==> config.mk <==
export PLATFORM = sky130hd
export DESIGN_NAME = dirty_row_run_tracker
export DESIGN_NICKNAME = d
export VERILOG_FILES = /design/src/rtl/drt_pkg.sv /design/src/rtl/drt_ctrl.sv /design/src/rtl/drt_datapath.sv /design/src/rtl/dirty_row_run_tracker.sv
export SDC_FILE = /design/constraint.sdc
export NUM_CORES = 1
export LEC_CHECK = 0
export BUFFER_PORTS_ARGS = -buffer_cell sky130_fd_sc_hd__buf_2
export CAP_MARGIN = 40
export CORE_MARGIN = 2
export CORE_UTILIZATION = 62
export DETAILED_ROUTE_END_ITERATION = 10
export PLACE_DENSITY = 0.86
export RECOVER_POWER = 50
export SLEW_MARGIN = 10
export SYNTH_ARGS = -nofsm -noshare
export SYNTH_HDL_FRONTEND = slang
export SYNTH_SLANG_ARGS = --single-unit
==> constraint.sdc <==
create_clock -name clk -period 7.2 [get_ports clk]
set_clock_uncertainty 0.05 [all_clocks]
set_input_delay 1.08 -clock clk [delete_from_list [all_inputs] [get_ports clk]]
set_output_delay 1.08 -clock clk [all_outputs]
set_load 0.01 [all_outputs]
==> src/rtl/drt_pkg.sv <==
// shared types and constants for the dirty row run tracker
`timescale 1ns / 1ps

package drt_pkg;

  localparam int ROW_W = 7;
  localparam int CNT_W = 8;

  localparam logic [1:0] OP_MARK  = 2'd0;
  localparam logic [1:0] OP_FLUSH = 2'd1;
  localparam logic [1:0] OP_CLEAR = 2'd2;

  localparam logic [CNT_W-1:0] ROWS_IN_USE_RESET = 8'd128;

  typedef struct packed {
    logic [1:0]       opcode;
    logic [ROW_W-1:0] row_first;
    logic [ROW_W-1:0] row_last;
  } item_t;

  typedef struct packed {
    logic [ROW_W-1:0] run_start;
    logic [CNT_W-1:0] run_count;
    logic             last;
  } result_t;

  typedef enum logic [1:0] {
    ST_IDLE,
    ST_SCAN,
    ST_DRAIN
  } state_t;

  typedef struct packed {
    logic mark;
    logic wipe;
    logic load;
    logic step;
    logic drain;
  } dp_cmd_t;

  typedef struct packed {
    logic any_dirty;
    logic scan_end;
  } dp_status_t;

endpackage

==> src/rtl/drt_ctrl.sv <==
// controller state machine: decodes words and sequences the flush scan
`timescale 1ns / 1ps

module drt_ctrl (
  input  logic               clk,
  input  logic               rst,
  input  logic               start,
  input  logic [1:0]         opcode,
  input  drt_pkg::dp_status_t status,
  output drt_pkg::dp_cmd_t   cmd,
  output logic               busy
);

  drt_pkg::state_t state;
  drt_pkg::state_t state_next;

  always_ff @(posedge clk) begin
    if (rst) begin
      state <= drt_pkg::ST_IDLE;
    end else begin
      state <= state_next;
    end
  end

  always_comb begin
    state_next = state;
    cmd        = '0;
    busy       = 1'b1;
    unique case (state)
      drt_pkg::ST_IDLE: begin
        busy = 1'b0;
        if (start) begin
          case (opcode)
            drt_pkg::OP_MARK:  cmd.mark = 1'b1;
            drt_pkg::OP_CLEAR: cmd.wipe = 1'b1;
            drt_pkg::OP_FLUSH: begin
              if (status.any_dirty) begin
                cmd.load   = 1'b1;
                state_next = drt_pkg::ST_SCAN;
              end
            end
            default: ;
          endcase
        end
      end
      drt_pkg::ST_SCAN: begin
        cmd.step = 1'b1;
        if (status.scan_end) begin
          state_next = drt_pkg::ST_DRAIN;
        end
      end
      drt_pkg::ST_DRAIN: begin
        cmd.drain  = 1'b1;
        state_next = drt_pkg::ST_IDLE;
      end
      default: begin
        state_next = drt_pkg::ST_IDLE;
      end
    endcase
  end

endmodule

==> src/rtl/drt_datapath.sv <==
// datapath: dirty bitmap, row scan shifter, run builder and result register
`timescale 1ns / 1ps

module drt_datapath #(
  parameter int ROWS = 128
) (
  input  logic                      clk,
  input  logic                      rst,
  input  drt_pkg::item_t            item,
  input  drt_pkg::dp_cmd_t          cmd,
  input  logic                      cfg_valid,
  input  logic [drt_pkg::CNT_W-1:0] cfg_data,
  output drt_pkg::dp_status_t       status,
  output logic                      result_valid,
  output drt_pkg::result_t          result
);

  localparam logic [drt_pkg::CNT_W-1:0] ROWS_MAX = drt_pkg::CNT_W'(ROWS);

  logic [drt_pkg::CNT_W-1:0] rows_in_use;
  logic [drt_pkg::CNT_W-1:0] active;
  logic [drt_pkg::CNT_W-1:0] last_row;
  logic [drt_pkg::CNT_W-1:0] first_row;
  logic [ROWS-1:0]           dirty;
  logic [ROWS-1:0]           mark_mask;
  logic                      any_dirty;
  logic [ROWS-1:0]           scan;
  logic [drt_pkg::CNT_W-1:0] row_idx;
  logic                      in_run;
  logic [drt_pkg::ROW_W-1:0] run_start;
  logic                      pend_valid;
  logic [drt_pkg::ROW_W-1:0] pend_start;
  logic [drt_pkg::CNT_W-1:0] pend_count;
  logic                      row_dirty;
  logic                      run_close;

  always_comb begin
    if (rows_in_use == '0) begin
      active = 8'd1;
    end else if (rows_in_use > ROWS_MAX) begin
      active = ROWS_MAX;
    end else begin
      active = rows_in_use;
    end
  end

  assign first_row = {1'b0, item.row_first};

  always_comb begin
    if ({1'b0, item.row_last} > (active - 8'd1)) begin
      last_row = active - 8'd1;
    end else begin
      last_row = {1'b0, item.row_last};
    end
  end

  always_comb begin
    for (int i = 0; i < ROWS; i++) begin
      mark_mask[i] = (drt_pkg::CNT_W'(i) >= first_row) && (drt_pkg::CNT_W'(i) <= last_row);
    end
  end

  assign row_dirty        = (row_idx < active) && scan[0];
  assign run_close        = in_run && !row_dirty;
  assign status.any_dirty = any_dirty;
  assign status.scan_end  = (row_idx == active);

  always_ff @(posedge clk) begin
    if (rst) begin
      rows_in_use <= drt_pkg::ROWS_IN_USE_RESET;
    end else if (cfg_valid) begin
      rows_in_use <= cfg_data;
    end
  end

  // bitmap and flag
  always_ff @(posedge clk) begin
    if (rst) begin
      dirty     <= '0;
      any_dirty <= 1'b0;
    end else if (cmd.wipe || cmd.load) begin
      dirty     <= '0;
      any_dirty <= 1'b0;
    end else if (cmd.mark && (first_row <= last_row)) begin
      dirty     <= dirty | mark_mask;
      any_dirty <= 1'b1;
    end
  end

  // scan and run building
  always_ff @(posedge clk) begin
    if (rst) begin
      in_run     <= 1'b0;
      pend_valid <= 1'b0;
    end else if (cmd.load) begin
      in_run     <= 1'b0;
      pend_valid <= 1'b0;
    end else if (cmd.step) begin
      if (!in_run && row_dirty) begin
        in_run <= 1'b1;
      end else if (run_close) begin
        in_run     <= 1'b0;
        pend_valid <= 1'b1;
      end
    end else if (cmd.drain) begin
      pend_valid <= 1'b0;
    end
  end

  always_ff @(posedge clk) begin
    if (cmd.load) begin
      scan    <= dirty;
      row_idx <= '0;
    end else if (cmd.step) begin
      scan    <= {1'b0, scan[ROWS-1:1]};
      row_idx <= row_idx + 8'd1;
      if (!in_run && row_dirty) begin
        run_start <= row_idx[drt_pkg::ROW_W-1:0];
      end
      if (run_close) begin
        pend_start <= run_start;
        pend_count <= row_idx - {1'b0, run_start};
      end
    end
  end

  // result word, one cycle strobe
  always_ff @(posedge clk) begin
    if (rst) begin
      result_valid <= 1'b0;
    end else begin
      result_valid <= (cmd.step && run_close && pend_valid) || (cmd.drain && pend_valid);
    end
  end

  always_ff @(posedge clk) begin
    if ((cmd.step && run_close) || cmd.drain) begin
      result.run_start <= pend_start;
      result.run_count <= pend_count;
      result.last      <= cmd.drain;
    end
  end

endmodule

==> src/rtl/dirty_row_run_tracker.sv <==
// top level of the dirty row run tracker
`timescale 1ns / 1ps

// Tracks one dirty bit per surface row and reports runs of dirty rows.
// Input: a word is taken on a rising edge with start high and busy low.
//   mark (row_first..row_last, last row clamped to rows in use) and clear
//   take effect as the word is taken; busy stays low.
// Flush: if any row was marked, busy rises and a one-row-per-cycle shifter
//   walks the rows in use. Each run is reported as result_valid for one
//   cycle with run_start and run_count; the final run carries last.
//   With N the rows in use held to 1..ROWS, busy stays high while the
//   shifter walks row indices 0..N and through the drain state after it;
//   results trail their run end by one run, the final one comes out in
//   the first cycle with busy low.
//   A flush with nothing marked leaves busy low and reports nothing.
// Config: cfg_valid with cfg_ready (always high) writes rows_in_use; the
//   user must do so only while the block is idle; it is not enforced.
// Reset (rst, synchronous): bitmap and flag cleared, rows_in_use = 128.
// The receiver cannot stall; every result word is taken in its cycle.
module dirty_row_run_tracker #(
  parameter int ROWS = 128
) (
  input  logic                      clk,
  input  logic                      rst,
  input  logic                      start,
  output logic                      busy,
  input  drt_pkg::item_t            item,
  output logic                      result_valid,
  output drt_pkg::result_t          result,
  input  logic                      cfg_valid,
  output logic                      cfg_ready,
  input  logic [drt_pkg::CNT_W-1:0] cfg_data
);

  drt_pkg::dp_cmd_t    cmd;
  drt_pkg::dp_status_t status;

  assign cfg_ready = 1'b1;

  drt_ctrl u_ctrl (
    .clk    (clk),
    .rst    (rst),
    .start  (start),
    .opcode (item.opcode),
    .status (status),
    .cmd    (cmd),
    .busy   (busy)
  );

  drt_datapath #(
    .ROWS (ROWS)
  ) u_datapath (
    .clk          (clk),
    .rst          (rst),
    .item         (item),
    .cmd          (cmd),
    .cfg_valid    (cfg_valid && cfg_ready),
    .cfg_data     (cfg_data),
    .status       (status),
    .result_valid (result_valid),
    .result       (result)
  );

endmodule

## After elaboration in Yosys (flattened, before gate mapping)

Cells that the tools add are included.

| operators by class | value |
|---|---|
| add/subtract/negate cells | 3 |
| multipliers | 0 |
| div/mod/pow operators | 0 |
| order comparisons | 260 |
| equality and inequality tests | 11 |
| shifts and indexed selects | 0 |
| multiplexer cells | 25 |
| bitwise gates (word level) | 2 |
| reduce and logical (&&, ||, !) cells | 153 |

Operators by type and width:

| cell | number |
|---|---|
| $le A7 B8 Y1 const A | 64 |
| $ge A7 B7 Y1 const A | 64 |
| $le A6 B8 Y1 const A | 32 |
| $mux W128 | 2 |
| $ge A6 B7 Y1 const A | 32 |
| $logic_and A1 B1 Y1 | 135 |
| $le A5 B8 Y1 const A | 16 |
| $or A128 B128 Y128 | 1 |
| $ge A5 B7 Y1 const A | 16 |
| $le A4 B8 Y1 const A | 8 |
| $ge A4 B7 Y1 const A | 8 |
| $le A3 B8 Y1 const A | 4 |
| $ge A3 B7 Y1 const A | 4 |
| $mux W8 | 3 |
| $le A1 B8 Y1 const A | 2 |
| $le A2 B8 Y1 const A | 2 |
| $ge A1 B7 Y1 const A | 2 |
| $ge A2 B7 Y1 const A | 2 |
| $mux W1 | 13 |
| $ne A2 B2 Y1 const B | 5 |
| $reduce_and A3 Y1 | 3 |
| $add A8 B1 Y8 const B | 1 |
| $eq A8 B8 Y1 | 1 |
| $gt A7 B8 Y1 | 1 |
| 20 further kinds | 33 |

| word-level totals | value |
|---|---|
| flip-flop bits (word level) | 316 |
| latch bits | 0 |
| RAM bits | 0 |
| memory bits (read-only) | 0 |
| input port bits | 28 |
| output and inout port bits | 19 |
| word-level logic and storage cells | 469 |
| memories | 0 |

## Logic depth before layout (Yosys ltp)

| depth | value |
|---|---|
| depth after elaboration | 10 |
| depth in mapped cells | 29 |
| gate-level depth less buffers | 25 |

## By module

A second synthesis with hierarchy kept.

| unflattened totals | value |
|---|---|
| cells, all modules | 1269 |
| area, all modules | 14749.1 um2 |

Modules (own cells, without submodules):

| module | instances | cells each | area each (um2) | sequential area each (um2) |
|---|---|---|---|---|
| drt_datapath | 1 | 1252 | 14594.0 | 7947.6 |
| drt_ctrl | 1 | 15 | 143.9 | 40.0 |
| dirty_row_run_tracker | 1 | 2 | 11.3 | 0.0 |

## Worst setup path after synthesis

No wires, ideal clock.

| path | value |
|---|---|
| path type | register to register |
| start point | register u_datapath.rows_in_use[4] in the netlist's numbering |
| end point | register u_datapath.dirty[86] |
| library setup time | 0.085 ns |
| arrival | 6.433 ns |
| required time | 7.065 ns |
| slack | 0.632 ns |
| stages on the path, launching flop included | 29 |
| buffers on the path | 7 |
| clock period less this slack | 6.568 ns |
| cells stage by stage | dfxtp_1 > or4_1 > o41ai_2 > inv_1 > ha_1 > xnor2_1 > inv_1 > clkbuf_1 > ha_1 > nand4_1 > clkbuf_1 > a211oi_1 > or2_2 > buf_2 > nor3_1 > a21o_1 > buf_2 > inv_2 > clkbuf_1 > ha_1 > a211oi_1 > o21a_1 > o211a_1 > o311ai_0 > a221oi_4 > o311ai_2 > buf_6 > buf_6 > o31ai_2 |

| between the ends | value |
|---|---|
| word-level cells in the longest chain between the ends | 9 |
| elaborated cells between the ends (all ways) | 12 |
| classes of those cells | 1 x add/sub; 4 x order compare; 3 x mux; 1 x bitwise; 3 x reduce/logical |

RTL lines:

| what | line | source |
|---|---|---|
| from (decl) | drt_datapath.sv:20 | `logic [drt_pkg::CNT_W-1:0] rows_in_use;` |
| from (signal assigned) | drt_datapath.sv:70 | `rows_in_use <= drt_pkg::ROWS_IN_USE_RESET;` |
| from (signal assigned) | drt_datapath.sv:72 | `rows_in_use <= cfg_data;` |
| $gt A8 B8 Y1 | drt_datapath.sv:40 | `end else if (rows_in_use > ROWS_MAX) begin` |
| $mux W8 | drt_datapath.sv:40 |  |
| $mux W8 (*) | drt_datapath.sv:38 | `if (rows_in_use == '0) begin` |
| $sub A8 B1 Y8 (*) | drt_datapath.sv:50, drt_datapath.sv:51 |  |
| $gt A7 B8 Y1 | drt_datapath.sv:50 | `if ({1'b0, item.row_last} > (active - 8'd1)) begin` |
| $mux W8 (*) | drt_datapath.sv:50 |  |
| $le A7 B8 Y1 | drt_datapath.sv:59 | `mark_mask[i] = (drt_pkg::CNT_W'(i) >= first_row) && (drt_pkg::CNT_W'(i) <= last_row);` |
| $logic_and A1 B1 Y1 | drt_datapath.sv:59 |  |
| $or A128 B128 Y128 | drt_datapath.sv:85 | `dirty <= dirty \| mark_mask;` |
| to (signal assigned) | drt_datapath.sv:85 |  |
| to (decl) | drt_datapath.sv:24 | `logic [ROWS-1:0] dirty;` |

Mark *: on every way between the ends. The rest lies on a longest branch, timed or not.
A chain may end at the register's enable or synchronous reset.

## Final worst setup path

| path | value |
|---|---|
| start point | register u_datapath.rows_in_use[4] in the netlist's numbering |
| end point | register u_datapath.dirty[58] |

| between the ends | value |
|---|---|
| word-level cells in the longest chain between the ends | 9 |
| elaborated cells between the ends (all ways) | 12 |
| classes of those cells | 1 x add/sub; 4 x order compare; 3 x mux; 1 x bitwise; 3 x reduce/logical |

RTL lines:

| what | line |
|---|---|
| $gt A8 B8 Y1 | drt_datapath.sv:40 |
| $mux W8 | drt_datapath.sv:40 |
| $mux W8 (*) | drt_datapath.sv:38 |
| $sub A8 B1 Y8 (*) | drt_datapath.sv:50, drt_datapath.sv:51 |
| $gt A7 B8 Y1 | drt_datapath.sv:50 |
| $mux W8 (*) | drt_datapath.sv:50 |
| $le A6 B8 Y1 | drt_datapath.sv:59 |
| $logic_and A1 B1 Y1 | drt_datapath.sv:59 |
| $or A128 B128 Y128 | drt_datapath.sv:85 |

Marked as above.

==> reports/results.ini <==
[sta]
period_minus_slack_ns = 6.88
final.setup.tns_ns = 0
fmax_ghz = 0.145
tightest_slew_ns = 3.13
finalMaxSlewViolations = 249
final_hold_viol_count = 0
finalSetupViolCount = 0
fin_ws_ns = 0.316
min_period_over_period_pct = 95.6
slew_headroom_pct = -109
whs_ns = 0.369
rsz0062_at_grt = false

[synthesis]
ys_types = 79
yosys_warnings = 0
syn_inst = 1721
syn_area_per_cell_um2 = 8.84
synth-edff-count = 166
synthFlopType = edfxtp_1
synth_area_mm2 = 0.0152
ys_seq_area_share_pct = 52.5
ys_async_sr_fraction_pct = 0
syn_nets = 1782
ys_seq_elements = 316

[final_layout]
nets = 1781
areaGrowthSynthToFinish_pct = 9.83
fin_util_pct = 69.1
layout.cells.non_filler = 2069
fill_cells = 1860
fin_area_mm2 = 0.0167
drive_gt1_share_pct = 8.60
n_antenna_cell = 0

[global_route]
grt_util_all_layers_pct = 35.0
grt_overflow_total = 0
grt_first_pass_wirelength_um = 70400
grt_pass1_vias = 12429
antenna_found_initial = 3
grt_max_degree = 90

[critical_path]
end_kind = flip-flop
ff2ff_setup_slack_ns = 0.32
cp_slowest_cell = or4_1
crit_type = flip-flop to flip-flop
crit_arrival_ns = 7.29
crit_start = u_datapath.rows_in_use[4]
critPathRequiredTime_ns = 7.60
cpPeakStageDelay_ns = 0.59
worstPathMaxFanout = 20
critPathLaunchType = flip-flop
r2r_cells = 25
r2r-end = u_datapath.dirty[58]
rr_startpoint = u_datapath.rows_in_use[4]

[detailed_routing]
drc = 0
wire_per_inst_um = 22.1
vias_per_cell = 6.40
initialDrtViolationCount = 1638
dr.pass1.iters = 7
dr_total_vias = 13248
postRouteWirelength_um = 45800
route.antenna.remaining_nets = 0

[clocking]
root_buffer = clkbuf_16
cts.clk_slew.worst_paths_ns = 0.06
cts_hold_buffers = 0
cts_max_path_buffers = 3
numCtsBuffers = 31
clk_latency_ns = 0.59
cts_tree = yes
cts_resized = 0
cts.sinks = 316
postCtsSetupBuffers = 0
htreeDepth = 1

[power_and_ir_drop]
leakagePower_nw = 6.46
pwr-share-seq_pct = 45.0
pwr-share-comb_pct = 18.5
clkPwrFrac_pct = 36.4
finalPower_mw = 4.54
p_sw_share_pct = 29.5
internal_power_mw = 3.20
p_sw_mw = 1.34
worst_ir_drop_vdd_mv = 0.348
power_density_mw_per_mm2 = 271

[flow_run]
drv_cap = 4

[placement]
dp.cells = 2011
pre_cts_ws_ns = 0.571
dp_hpwl_um = 31000
place_area_mm2 = 0.0157
portBuffers = 45
place.gp.congestion = 0.989

[die]
start_util_pct = 62.9
fp.dieH_um = 161
ioPinCount = 47
design.core.area_mm2 = 0.0242
die-area_mm2 = 0.0258
die_w_um = 161
rows = 57

[worst_hold_path]
min_path_cells = 0
worstHoldEndpoint = u_datapath.result[7]
min-delay-start = u_datapath.pend_count[6]
hold_path_class = flip-flop to flip-flop

[run_status]
violations = capacitance limit, slew limit
status = complete, but fails checks

[sequential cells by signal, summed over array words and instances (netlist names), 2 cells and up]
signal                  cells
u_datapath.pend_count       8
u_datapath.row_idx          8
u_datapath.scan           128
u_datapath.result          16
u_datapath.dirty          128
u_datapath.run_start        7
u_datapath.pend_start       7
u_datapath.rows_in_use      8
u_ctrl.state                2
[power by group through the flow]
stage	registers [mW]	clock network, mW	logic, mW
5_1_grt	2.05	1.73	0.890
2_1_floorplan	2.07	0	0.523
4_1_cts	2.04	1.66	0.812
3_5_place_dp	2.08	0	0.801
6_report	2.04	1.65	0.841
3_3_place_gp	2.08	0	0.770
[cells in the mapped netlist, types with 10 or more instances]
cell	n	area share, %
a21o_1	11	0.54
a21oi_1	50	1.6
a31oi_1	11	0.45
buf_2	13	0.43
clkbuf_1	87	2.1
dfxtp_1	150	20
edfxtp_1	166	33
ha_1	32	2.6
inv_1	37	0.91
mux2i_1	11	0.72
nand2_1	597	15
nand3_1	24	0.79
nand4_1	10	0.41
nor2_1	65	1.6
nor3_1	20	0.66
o211ai_1	24	1.2
o21ai_0	145	4.8
o21ai_1	50	1.6
o31ai_1	37	1.8
o31ai_2	11	0.90
[worst max-delay path, delay by kind of cell, from the launching register on]
| kind | cells | cell delay, ns |
|---|---|---|
| buffers and inverters | 6 | 1.00 |
| AND/OR/NAND/NOR | 4 | 1.12 |
| AO/OA/AOI/OAI | 11 | 3.09 |
| adder cells (fa/ha/maj) | 3 | 0.75 |
| XOR/XNOR | 1 | 0.36 |
| flip-flops | 1 | 0.36 |
[worst max path at each step]
stage	endpoint	depth (start not counted)
finish	u_datapath.dirty[58]	25
global route	u_datapath.dirty[58]	25
CTS	u_datapath.dirty[58]	25
detailed placement	u_datapath.dirty[120]	25
global placement	u_datapath.dirty[120]	25
floorplan	u_datapath.dirty[86]	28
[cell usage in the layout (no fill, tap or decap), types with 5 or more instances in the layout]
cell	Yosys	final
a211oi_1	5	5
nor2_1	65	65
edfxtp_1	166	166
nor4_1	8	8
o22ai_1	9	9
nand2b_1	8	8
ha_1	32	32
nor3_1	20	19
o21a_1	8	8
o211ai_1	24	24
o221ai_1	5	5
o21ai_1	50	50
nor2b_1	9	9
a31oi_1	11	11
o311ai_0	5	5
inv_1	37	37
buf_2	13	25
clkbuf_16	0	31
nand2_1	597	597
buf_4	3	28
mux2i_1	11	11
xor2_1	9	9
o31ai_2	11	11
clkbuf_1	87	31
a21oi_1	50	50
nand4_1	10	10
nand3_1	24	24
dfxtp_1	150	150
and3_1	5	5
clkbuf_8	0	9
o21ai_0	145	145
xnor2_1	6	6
a21o_1	11	11
o31ai_1	37	37
[routing by layer]
metal / routed length (um) / part of all wire (%) / global-route usage [%]
met2: 20800 / 45 / 56.3
met3: 4650 / 10 / 8.26
met4: 2060 / 4.5 / 13.9
met5: 21 / 0.046 / 0
met1: 18200 / 40 / 46.1
[cell type report]
cell class                      instances  area [um2]  share of cell area, %
Clock buffer                           51         941                   5.63
Clock inverter                          7         104                  0.621
Inverter                               43         161                  0.966
Multi-Input combinational cell       1252        6650                   39.8
Sequential cell                       316        7990                   47.8
Tap cell                              324         405                   2.43
Timing Repair Buffer                   76         463                   2.77
[kinds of logic after synthesis]
| logic type | Yosys count | synth area share (%) |
|---|---|---|
| xor gates and xnor gates | 15 | 0.863 |
| adders and majority gates | 33 | 2.76 |
| AOI/OAI and AO/OA | 417 | 18.0 |
| DFF | 316 | 52.5 |
| muxes | 13 | 0.872 |
| and+or+nand+nor | 773 | 20.9 |
| other | 1 | 0.0246 |
| buffers and inverters | 153 | 4.10 |
Note: power is estimated with default switching activity, not from simulation.
